--- src/sv/bplt_pkg.sv ---
`timescale 1ns / 1ps

package bplt_pkg;

    localparam int DEB_W   = 10;
    localparam int POLL_W  = 8;
    localparam int LONG_W  = 16;
    localparam int LED_W   = 20;
    localparam int CNT_W   = 10;
    localparam int INDEX_W = 4;
    localparam int DATA_W  = 20;

    localparam logic [DEB_W-1:0]  DEBOUNCE_RESET = 10'd50;
    localparam logic [POLL_W-1:0] POLL_RESET     = 8'd10;
    localparam logic [LONG_W-1:0] LONG_RESET     = 16'd2000;
    localparam logic [LED_W-1:0]  LED_ON_RESET   = 20'd10000;

    typedef enum logic [INDEX_W-1:0] {
        REG_DEBOUNCE = 4'd0,
        REG_POLL     = 4'd1,
        REG_LONG     = 4'd2,
        REG_LED_ON   = 4'd3
    } reg_index_t;

    typedef enum logic [1:0] {
        PH_IDLE     = 2'd0,
        PH_DEBOUNCE = 2'd1,
        PH_TIMING   = 2'd2,
        PH_RELEASE  = 2'd3
    } phase_t;

    typedef enum logic [1:0] {
        EV_NONE  = 2'd0,
        EV_SHORT = 2'd1,
        EV_LONG  = 2'd2
    } event_t;

    typedef struct packed {
        logic [DEB_W-1:0]  debounce_ticks;
        logic [POLL_W-1:0] poll_ticks;
        logic [LONG_W-1:0] long_press_ticks;
        logic [LED_W-1:0]  led_on_ticks;
    } cfg_t;

    typedef struct packed {
        logic   led;
        event_t press_event;
        logic   busy;
    } res_t;

endpackage

--- src/sv/bplt_cfg.sv ---
`timescale 1ns / 1ps

module bplt_cfg
(
    input  logic                             clk,
    input  logic                             rst_n,
    input  logic                             cfg_valid,
    output logic                             cfg_ready,
    input  logic [bplt_pkg::INDEX_W-1:0]     cfg_index,
    input  logic [bplt_pkg::DATA_W-1:0]      cfg_data,
    output bplt_pkg::cfg_t                   cfg
);

    bplt_pkg::cfg_t cfg_reg;

    assign cfg_ready = 1'b1;
    assign cfg       = cfg_reg;

    always_ff @(posedge clk or negedge rst_n)
    begin
        if (!rst_n)
        begin
            cfg_reg.debounce_ticks   <= bplt_pkg::DEBOUNCE_RESET;
            cfg_reg.poll_ticks       <= bplt_pkg::POLL_RESET;
            cfg_reg.long_press_ticks <= bplt_pkg::LONG_RESET;
            cfg_reg.led_on_ticks     <= bplt_pkg::LED_ON_RESET;
        end
        else if (cfg_valid && cfg_ready)
        begin
            // unknown indexes are dropped
            case (cfg_index)
                bplt_pkg::REG_DEBOUNCE:
                    cfg_reg.debounce_ticks <= cfg_data[bplt_pkg::DEB_W-1:0];
                bplt_pkg::REG_POLL:
                    cfg_reg.poll_ticks <= cfg_data[bplt_pkg::POLL_W-1:0];
                bplt_pkg::REG_LONG:
                    cfg_reg.long_press_ticks <= cfg_data[bplt_pkg::LONG_W-1:0];
                bplt_pkg::REG_LED_ON:
                    cfg_reg.led_on_ticks <= cfg_data[bplt_pkg::LED_W-1:0];
                default:
                    ;
            endcase
        end
    end

endmodule

--- src/sv/bplt_core.sv ---
`timescale 1ns / 1ps

module bplt_core
(
    input  logic           clk,
    input  logic           rst_n,
    input  logic           fire,
    input  logic           level,
    input  bplt_pkg::cfg_t cfg,
    output bplt_pkg::res_t res
);

    logic                          prev_level_reg;
    bplt_pkg::phase_t              phase_reg;
    logic [bplt_pkg::CNT_W-1:0]    cnt_reg;
    logic [bplt_pkg::LONG_W-1:0]   dur_reg;
    logic                          led_reg;
    logic [bplt_pkg::LED_W-1:0]    led_rem_reg;

    bplt_pkg::phase_t              phase_next;
    logic [bplt_pkg::CNT_W-1:0]    cnt_next;
    logic [bplt_pkg::LONG_W-1:0]   dur_next;
    logic                          led_next;
    logic [bplt_pkg::LED_W-1:0]    led_rem_next;
    bplt_pkg::event_t              event_next;

    logic [bplt_pkg::CNT_W-1:0]    cnt_inc;
    logic [bplt_pkg::CNT_W-1:0]    wait_len;
    logic                          wait_done;
    logic [bplt_pkg::LONG_W:0]     dur_sum;
    logic [bplt_pkg::LONG_W-1:0]   dur_sat;

    assign cnt_inc  = cnt_reg + 10'd1;
    assign wait_len = (phase_reg == bplt_pkg::PH_DEBOUNCE) ? cfg.debounce_ticks
                    : {2'b00, cfg.poll_ticks};
    // zero length behaves as one tick since cnt_inc is never zero here
    assign wait_done = (cnt_inc >= wait_len);
    assign dur_sum   = {1'b0, dur_reg} + {9'b0, cfg.poll_ticks};
    assign dur_sat   = dur_sum[bplt_pkg::LONG_W] ? '1 : dur_sum[bplt_pkg::LONG_W-1:0];

    always_comb
    begin
        led_rem_next = led_rem_reg;
        led_next     = led_reg;
        phase_next   = phase_reg;
        cnt_next     = cnt_reg;
        dur_next     = dur_reg;
        event_next   = bplt_pkg::EV_NONE;

        // one-shot led timer runs ahead of the phase logic
        if (led_rem_reg != '0)
        begin
            led_rem_next = led_rem_reg - 20'd1;
            if (led_rem_next == '0)
            begin
                led_next = 1'b0;
            end
        end

        case (phase_reg)
            bplt_pkg::PH_IDLE:
            begin
                if (prev_level_reg && !level)
                begin
                    phase_next = bplt_pkg::PH_DEBOUNCE;
                    cnt_next   = '0;
                end
            end
            bplt_pkg::PH_DEBOUNCE:
            begin
                cnt_next = wait_done ? '0 : cnt_inc;
                if (wait_done)
                begin
                    if (!level)
                    begin
                        phase_next = bplt_pkg::PH_TIMING;
                        dur_next   = '0;
                    end
                    else
                    begin
                        phase_next = bplt_pkg::PH_IDLE;
                    end
                end
            end
            bplt_pkg::PH_TIMING:
            begin
                cnt_next = wait_done ? '0 : cnt_inc;
                if (wait_done)
                begin
                    dur_next = dur_sat;
                    if (dur_sat >= cfg.long_press_ticks)
                    begin
                        event_next   = bplt_pkg::EV_LONG;
                        led_next     = 1'b0;
                        led_rem_next = '0;
                        phase_next   = level ? bplt_pkg::PH_IDLE : bplt_pkg::PH_RELEASE;
                    end
                    else if (level)
                    begin
                        event_next   = bplt_pkg::EV_SHORT;
                        led_next     = 1'b1;
                        led_rem_next = cfg.led_on_ticks;
                        phase_next   = bplt_pkg::PH_IDLE;
                    end
                end
            end
            bplt_pkg::PH_RELEASE:
            begin
                cnt_next = wait_done ? '0 : cnt_inc;
                if (wait_done && level)
                begin
                    phase_next = bplt_pkg::PH_IDLE;
                end
            end
            default:
            begin
                phase_next = bplt_pkg::PH_IDLE;
            end
        endcase

        res.led         = led_next;
        res.press_event = event_next;
        res.busy        = (phase_next != bplt_pkg::PH_IDLE);
    end

    always_ff @(posedge clk or negedge rst_n)
    begin
        if (!rst_n)
        begin
            prev_level_reg <= 1'b1;
            phase_reg      <= bplt_pkg::PH_IDLE;
            cnt_reg        <= '0;
            dur_reg        <= '0;
            led_reg        <= 1'b0;
            led_rem_reg    <= '0;
        end
        else if (fire)
        begin
            prev_level_reg <= level;
            phase_reg      <= phase_next;
            cnt_reg        <= cnt_next;
            dur_reg        <= dur_next;
            led_reg        <= led_next;
            led_rem_reg    <= led_rem_next;
        end
    end

    a_event_from_timing: assert property (@(posedge clk) disable iff (!rst_n)
        (fire && res.press_event != bplt_pkg::EV_NONE) |-> (phase_reg == bplt_pkg::PH_TIMING))
        else $error("press classified outside timing phase");

    a_short_lights_led: assert property (@(posedge clk) disable iff (!rst_n)
        (fire && res.press_event == bplt_pkg::EV_SHORT) |=> (led_reg && led_rem_reg == cfg.led_on_ticks))
        else $error("short press did not arm led timer");

    a_long_kills_led: assert property (@(posedge clk) disable iff (!rst_n)
        (fire && res.press_event == bplt_pkg::EV_LONG) |=> (!led_reg && led_rem_reg == '0))
        else $error("long press left led running");

    // a short press on the expiry tick relights the led
    a_timer_off_led_off: assert property (@(posedge clk) disable iff (!rst_n)
        (fire && led_rem_reg == 20'd1 && res.press_event != bplt_pkg::EV_SHORT) |=> !led_reg)
        else $error("led still lit after timer expiry");

endmodule

--- src/sv/button_press_classifier_led_timer.sv ---
`timescale 1ns / 1ps

// button press classifier with one-shot led timer
// in channel: one beat per tick, button_level is the active-low button sample
// out channel: one beat per input beat, led_level, press_event and busy_res
//   describe the state after that tick
// cfg channel: cfg_index 0 debounce, 1 poll, 2 long threshold, 3 led on time;
//   always ready, write only while no tick is in flight
// path: a beat is captured in the input register, passes the tick step and is
//   written to the result register, from which it is offered
// throughput: one beat per cycle unless the receiver stalls; the tick step is
//   a single pass of logic between the input register and the result register
// receiver stall: the result register holds, the input register takes one more
//   beat if it is empty, then in_ready drops until out_ready returns
// reset: both registers empty, led off, phase idle, button taken as released,
//   config registers back to 50 / 10 / 2000 / 10000
module button_press_classifier_led_timer
(
    input  logic                          clk,
    input  logic                          rst_n,
    input  logic                          in_valid,
    output logic                          in_ready,
    input  logic                          button_level,
    output logic                          out_valid,
    input  logic                          out_ready,
    output logic                          led_level,
    output logic [1:0]                    press_event,
    output logic                          busy_res,
    input  logic                          cfg_valid,
    output logic                          cfg_ready,
    input  logic [bplt_pkg::INDEX_W-1:0]  cfg_index,
    input  logic [bplt_pkg::DATA_W-1:0]   cfg_data
);

    bplt_pkg::cfg_t cfg;
    bplt_pkg::res_t res;
    bplt_pkg::res_t out_res_reg;

    logic in_full_reg;
    logic in_level_reg;
    logic out_full_reg;
    logic advance;

    assign advance  = in_full_reg && (!out_full_reg || out_ready);
    assign in_ready = !in_full_reg || advance;

    bplt_cfg u_cfg
    (
        .clk       (clk),
        .rst_n     (rst_n),
        .cfg_valid (cfg_valid),
        .cfg_ready (cfg_ready),
        .cfg_index (cfg_index),
        .cfg_data  (cfg_data),
        .cfg       (cfg)
    );

    bplt_core u_core
    (
        .clk   (clk),
        .rst_n (rst_n),
        .fire  (advance),
        .level (in_level_reg),
        .cfg   (cfg),
        .res   (res)
    );

    always_ff @(posedge clk or negedge rst_n)
    begin
        if (!rst_n)
        begin
            in_full_reg <= 1'b0;
        end
        else if (in_valid && in_ready)
        begin
            in_full_reg <= 1'b1;
        end
        else if (advance)
        begin
            in_full_reg <= 1'b0;
        end
    end

    always_ff @(posedge clk)
    begin
        if (in_valid && in_ready)
        begin
            in_level_reg <= button_level;
        end
    end

    always_ff @(posedge clk or negedge rst_n)
    begin
        if (!rst_n)
        begin
            out_full_reg <= 1'b0;
        end
        else if (advance)
        begin
            out_full_reg <= 1'b1;
        end
        else if (out_ready)
        begin
            out_full_reg <= 1'b0;
        end
    end

    always_ff @(posedge clk)
    begin
        if (advance)
        begin
            out_res_reg <= res;
        end
    end

    assign out_valid   = out_full_reg;
    assign led_level   = out_res_reg.led;
    assign press_event = out_res_reg.press_event;
    assign busy_res    = out_res_reg.busy;

    a_no_overwrite: assert property (@(posedge clk) disable iff (!rst_n)
        (out_full_reg && !out_ready) |-> !advance)
        else $error("result register overwritten while stalled");

    a_in_held: assert property (@(posedge clk) disable iff (!rst_n)
        (in_full_reg && !advance) |=> in_full_reg)
        else $error("pending beat lost");

    a_ready_when_empty: assert property (@(posedge clk) disable iff (!rst_n)
        !in_full_reg |-> in_ready)
        else $error("input stalled with empty input register");

endmodule
--- config.mk ---
export PLATFORM = sky130hd
export DESIGN_NAME = button_press_classifier_led_timer
export DESIGN_NICKNAME = d
export VERILOG_FILES = /design/src/sv/bplt_pkg.sv /design/src/sv/bplt_cfg.sv /design/src/sv/bplt_core.sv /design/src/sv/button_press_classifier_led_timer.sv
export SDC_FILE = /design/constraint.sdc
export NUM_CORES = 1
export LEC_CHECK = 0
export BUFFER_PORTS_ARGS = -buffer_cell sky130_fd_sc_hd__buf_2
export CORE_MARGIN = 1
export CORE_UTILIZATION = 25
export DETAILED_ROUTE_END_ITERATION = 8
export GPL_ROUTABILITY_DRIVEN = 0
export PLACE_DENSITY = 0.4
export SETUP_SLACK_MARGIN = 0.1
export SYNTH_ARGS = -nofsm -noshare
export SYNTH_HDL_FRONTEND = slang
export SYNTH_SLANG_ARGS = --single-unit
--- constraint.sdc ---
create_clock -name clk -period 5.6 [get_ports clk]
set_input_delay 0.56 -clock clk [delete_from_list [all_inputs] [get_ports clk]]
set_output_delay 0.56 -clock clk [all_outputs]
set_load 0.05 [all_outputs]
==> reports/results.ini, run 1 <==
[clocking]
cts_resized=0
cts_tree=done
clock_latency_ns=0.36
cts_root_buf=clkbuf_16
clockBufferDepth=2
cts.sinks=111
cts_buffers=9
post_cts_buffers=0
htree_num_levels=3
holdBufCountCts=0
cts.clk_slew.worst_paths_ns=0.08

[timing]
finalCritPeriodShare=0.833
setup_ws_ns=0.937
worst_pin_slew_ns=1.19
fin_setup_tns_ns=0
rsz0062_at_grt=false
finClkSkew_ns=0.00945
max_slew_margin=0.199
finalHoldViolations=0
hold_slack_ns=0.289
setup_viol=0
fmax_mhz=214
period_minus_slack_ns=4.66
final_max_slew_viol_count=0

[final_layout]
largest_register_ffs=54
fin_cells=1040
antenna_cells=0
layout-drive-gt1-share=0.186
design_area_um2=7390
final_nets=769
syn_to_final_growth_pct=12.3
fin_util=0.285

[grt]
grt_usage=0.138
grt_max_degree=57
antenna_found_initial=0
grt_pass1_vias=4976
grt.overflow.total=0
grt_pass1_wl_um=28200

[placed_design]
place_area_um2=7080
io_buffers=35
post-place-ws_ns=0.944
place.detailed.hpwl_um=13200
dp.cells=1024

[detailed_routing]
vias=4995
first_iter_violations=215
first_pass_iters=4
ant_nets=0
wl_per_cell_um=16.6
drcViolationCount=0
wl_um=17300
drt-vias-per-instance=4.80

[critical_path]
r2r_setup_slack_ns=0.94
path_class=reg2reg
startpoint_type=flop
end_kind=flop
crit_arrival_ns=4.87
worstPathRequired_ns=5.81
crit_path_max_fanout=12

[synth]
synth_cell_types=67
synth-seq-cells=111
post-synth-top-area-cell=dfrtp_1
synth_top_area_frac=0.338
synth_edf_count=5
ys_top_cells_by_count=dfrtp_1 (89), nand2_1 (76), nor2_1 (60), mux2_2 (41), o21ai_0 (39)
ys.warnings.count=0
yosysMostFrequentCell=dfrtp_1
synthCells=678
syn_nets=747
async_reset_ff_frac=0.955
avgSynthCellArea_um2=9.71
seq_area_frac_synth=0.429
synthesis.area_um2=6580
synthTopCellsByArea=dfrtp_1 (34%), ha_1 (7.2%), mux2_2 (7.0%)
ys.flop_type=dfrtp_1

[status]
outcome=finished, final reports clean

[die]
rows=59
coreArea_um2=25900
floorplan.die_area_um2=27000
io_pins=37
dieHeight_um=164
start_util=0.254
die_width_um=164

[run]
max_cap_viol_count=0

[power_and_ir_drop]
switching_share=0.364
p_seq_frac=0.413
combPwrFrac=0.350
power.internal_mw=1.83
ir_drop_mv=0.130
powerDensity_nw_per_um2=390
p_leak_nw=3.23
clock_power_share=0.237
power.switching_mw=1.05
finalPower_mw=2.88

[worst_hold_path]
holdCritPathClass=in2async

## path summary, 6_finish.rpt
kind / cells after the start / startpoint / endpoint
min: 1 / rst_n / u_core.cnt_reg[5]
max: 16 / u_cfg.cfg[36] / u_core.led_rem_reg[0]
min reg2reg: 2 / u_core.prev_level_reg / u_core.prev_level_reg
min in group clk: 1 / button_level / in_level_reg
max reg2reg: 16 / u_cfg.cfg[36] / u_core.led_rem_reg[0]
max in group asynchronous: 2 / rst_n / u_core.dur_reg[4]
## kinds of logic after synthesis
family,share of synthesized area
buf+inv,0.0352
xor+xnor,0.0346
fa+ha+maj,0.0753
compound gates,0.151
flops,0.429
simple gates,0.174
mux,0.101
other cells,0.000570
## placed cells by master (no fill, tap or decap), types with 10 or more instances in the layout
master / synthesis / final
nand2_1: 76 / 76
xor2_1: 12 / 12
a22o_1: 14 / 14
mux2i_1: 20 / 20
ha_1: 38 / 38
nand3_1: 20 / 20
nor3_1: 17 / 17
inv_1: 23 / 23
nor2_1: 60 / 60
buf_2: 8 / 34
dfrtp_1: 89 / 89
clkbuf_16: 0 / 10
mux2_2: 41 / 41
dfstp_2: 17 / 17
o21ai_0: 39 / 39
o21ai_1: 26 / 26
xnor2_1: 14 / 14
a21oi_1: 23 / 23
## layer usage
| metal | up-vias | GRT usage | wire length [um] |
|---|---|---|---|
| met4 | 0 | 0.0434 | 293 |
| met2 | 70 | 0.226 | 8120 |
| met3 | 16 | 0.0169 | 486 |
| met1 | 2446 | 0.187 | 8390 |
| met5 | - | 0 | 0 |
| li1 | 2463 | - | - |
## power by group through the flow
stage	sequential [mW]	clock, mW	combinational (mW)
after floorplan	1.12	0	0.818
after global placement	1.20	0	1.00
after detailed placement	1.20	0	1.02
after CTS	1.19	0.708	1.02
after global routing	1.22	0.734	1.15
final	1.19	0.682	1.01
## area by class of cell
type	count	area (um2)
Multi-Input combinational cell	514	3530
Clock inverter	4	50.0
Tap cell	335	419
Timing Repair Buffer	41	223
Sequential cell	111	2820
Fill cell	2680	18500
Clock buffer	12	258
Inverter	23	86.3
## worst max-delay path, cell delays in order, from the launching register on
cell and delay, ns:
dfrtp_1 0.40, ha_1 0.25, fa_1 0.43, a211o_1 0.30
a21oi_1 0.21, a22oi_2 0.16, nand3_1 0.18, or2_1 0.36
nand2_1 0.15, ha_1 0.32, nand2_1 0.04, o21ai_0 0.21
a21oi_1 0.12, o21ai_1 0.55, nand2_1 0.22, nand2_1 0.41
o221ai_1 0.19
Note: power is estimated with default switching activity, not from simulation.
==> run 2, diff against run 1 <==
ABC_AREA = 1   (was not set)
clock period = 4.33 ns   (was 5.6 ns; I/O delays follow)
==> reports/results.ini, run 2 <==
[status]
outcome=finished, final reports clean  ; unchanged

[die]
dieHeight_um=168  ; was 164 um
coreArea_um2=27000  ; was 25900 um2
start_util=0.255  ; was 0.254
die_width_um=168  ; was 164 um
rows=60  ; was 59
io_pins=37  ; unchanged
floorplan.die_area_um2=28100  ; was 27000 um2

[grt]
grt_max_degree=68  ; was 57
busiest_layer=met2  ; unchanged
met2_usage=0.237  ; was 0.226
use_met3=0.0243  ; was 0.0169
antenna_found_initial=0  ; unchanged
grt_pass1_wl_um=31200  ; was 28200 um
grt_pass1_vias=5806  ; was 4976
grtUsageMet1=0.191  ; was 0.187
grt_usage=0.141  ; was 0.138
grt.overflow.total=0  ; unchanged

[critical_path]
startpoint_type=flop  ; unchanged
path_buf_inv=2  ; was 0
cp_top_family=simple AND/OR/NAND/NOR gates  ; was compound AO/OA/AOI/OAI gates
max_stage_delay_ns=0.40  ; was 0.55 ns
worstPathRequired_ns=4.61  ; was 5.81 ns
crit_path_top_delay_cell=dfrtp_1  ; was o21ai_1
crit_path_max_fanout=12  ; unchanged
path_cells=ha_1, fa_1, nand2_1, o21ai_2, nand2_1, nand2_1, nand4_1, inv_2, or2_2, ha_1, a21oi_1, nor2_1, o21ai_0, nand2_1, nand2_1, nand3_1, nor2_2, buf_4, o21ai_1, o21ai_0, nand2_1, o21ai_1  ; was ha_1, fa_1, a211o_1, a21oi_1, a22oi_2, nand3_1, or2_1, nand2_1, ha_1, nand2_1, o21ai_0, a21oi_1, o21ai_1, nand2_1, nand2_1, o221ai_1
path_class=reg2reg  ; unchanged
end_kind=flop  ; unchanged
crit_arrival_ns=4.01  ; was 4.87 ns
cpMostUsedCell=nand2_1  ; unchanged

[timing]
worst_pin_slew_ns=1.15  ; was 1.19 ns
finClkSkew_ns=0.0106  ; was 0.00945 ns
max_slew_margin=0.234  ; was 0.199
finalCritPeriodShare=0.861  ; was 0.833
period_minus_slack_ns=3.73  ; was 4.66 ns
setup_viol=0  ; unchanged
finalHoldViolations=0  ; unchanged
fmax_mhz=268  ; was 214 MHz
rsz0062_at_grt=false  ; unchanged
fin_setup_tns_ns=0  ; unchanged
final_max_slew_viol_count=0  ; unchanged

[synth]
syn_nets=960  ; was 747
ys.flop_type=dfrtp_1  ; unchanged
synth_cell_types=49  ; was 67
synth_top_area_frac=0.324  ; was 0.338
synth-seq-cells=111  ; unchanged
seq_area_frac_synth=0.411  ; was 0.429
post-synth-top-area-cell=dfrtp_1  ; unchanged
synthCells=891  ; was 678
synthesis.area_um2=6860  ; was 6580 um2
ys_top_cells_by_count=nand2_1 (234), inv_1 (101), dfrtp_1 (89), nor2_1 (76), o21ai_0 (76)  ; was dfrtp_1 (89), nand2_1 (76), nor2_1 (60), mux2_2 (41), o21ai_0 (39)
synthTopCellsByArea=dfrtp_1 (32%), nand2_1 (13%), ha_1 (6.9%)  ; was dfrtp_1 (34%), ha_1 (7.2%), mux2_2 (7.0%)
avgSynthCellArea_um2=7.70  ; was 9.71 um2
synth_edf_count=5  ; unchanged
ys.warnings.count=0  ; unchanged
async_reset_ff_frac=0.955  ; unchanged
yosysMostFrequentCell=nand2_1  ; was dfrtp_1

[placed_design]
place_area_um2=7410  ; was 7080 um2
place.detailed.hpwl_um=13900  ; was 13200 um
io_buffers=35  ; unchanged
dp.cells=1250  ; was 1024

[clocking]
cts.clk_slew.worst_paths_ns=0.08  ; about the same
clock_latency_ns=0.36  ; about the same
htree_num_levels=3  ; unchanged
cts_tree=done  ; unchanged
cts_resized=0  ; unchanged
cts_root_buf=clkbuf_16  ; unchanged
clockBufferDepth=2  ; unchanged
cts_buffers=9  ; unchanged
post_cts_buffers=0  ; unchanged
cts.sinks=111  ; unchanged
holdBufCountCts=0  ; unchanged

[final_layout]
design_area_um2=7750  ; was 7390 um2
final_nets=989  ; was 769
syn_to_final_growth_pct=12.9  ; was 12.3%
final_common_cell=nand2_1  ; was dfrtp_1
final_cell_mix=nand2_1 (234), inv_1 (101), dfrtp_1 (89), nor2_1 (76), o21ai_0 (76)  ; was dfrtp_1 (89), nand2_1 (76), nor2_1 (60), mux2_2 (41), o21ai_0 (39)
antenna_cells=0  ; unchanged
layout-drive-gt1-share=0.129  ; was 0.186
largest_register_ffs=54  ; unchanged
fin_util=0.287  ; was 0.285
fin_cells=1266  ; was 1040

[worst_hold_path]
holdCritPathClass=in2async  ; unchanged

[detailed_routing]
drcViolationCount=0  ; unchanged
vias=5698  ; was 4995
wl_per_cell_um=14.6  ; was 16.6 um
ant_nets=0  ; unchanged
wl_um=18500  ; was 17300 um
drt-vias-per-instance=4.50  ; was 4.80
first_pass_iters=4  ; unchanged
first_iter_violations=288  ; was 215

[power_and_ir_drop]
finalPower_mw=4.27  ; was 2.88 mW
ir_drop_mv=0.202  ; was 0.130 mV
p_leak_nw=3.75  ; was 3.23 nW
powerDensity_nw_per_um2=551  ; was 390 nW/um2

[run]
max_cap_viol_count=0  ; unchanged

-- run 2: power breakdown --
part           internal, mW  switching [mW]
Combinational         0.626            1.09
Clock                 0.511           0.425
Sequential             1.36           0.258
Total                  2.49            1.78
-- run 2: cells by family (layout without fill, tap and decap cells) --
kind of cell | after synthesis | after routing | share of synthesized area
AND/OR/NAND/NOR | 405 | 405 | 0.258
AO/OA/AOI/OAI | 170 | 170 | 0.139
buffers and inverters | 136 | 170 | 0.0789
flip-flops | 111 | 111 | 0.411
adder cells (fa/ha/maj) | 39 | 39 | 0.0722
XOR/XNOR | 17 | 17 | 0.0217
multiplexers | 12 | 12 | 0.0184
other | 1 | 1 | 0.000546
-- run 2: layout make-up --
class | instances | area [um2]
multi-input cells | 644 | 3500
repair buffers | 46 | 260
well taps | 341 | 427
flip-flops and latches | 111 | 2820
inverters | 108 | 405
clock buffers | 11 | 264
fillers | 2956 | 19200
clock inverters | 5 | 67.6
-- run 2: through the flow --
step	hold WS, ns	worst slack [ns]
after floorplan	0.137	1.25
after global placement	0.468	0.647
after detailed placement	0.471	0.611
after CTS	0.235	0.580
after global routing	0.228	0.284
final	0.205	0.601
-- run 2: worst paths after layout --
path | startpoint | slack (ns) | cells after the start | end
setup / recovery | u_cfg.cfg[36] | 0.60 | 22 | u_core.led_rem_reg[13]
hold / removal | rst_n | 0.21 | 1 | u_cfg.cfg[47]
setup reg to reg | u_cfg.cfg[36] | 0.60 | 22 | u_core.led_rem_reg[13]
hold reg to reg | u_cfg.cfg[2] | 0.49 | 2 | u_cfg.cfg[2]
max in group asynchronous | rst_n | 3.19 | 2 | u_cfg.cfg[26]
min in group clk | button_level | 0.25 | 1 | in_level_reg
-- run 2: routing by layer --
metal  wire, um  up-vias
met2       8640       57
met1       9270     2658
met5          0        -
li1           -     2967
met4        163        0
met3        435       16
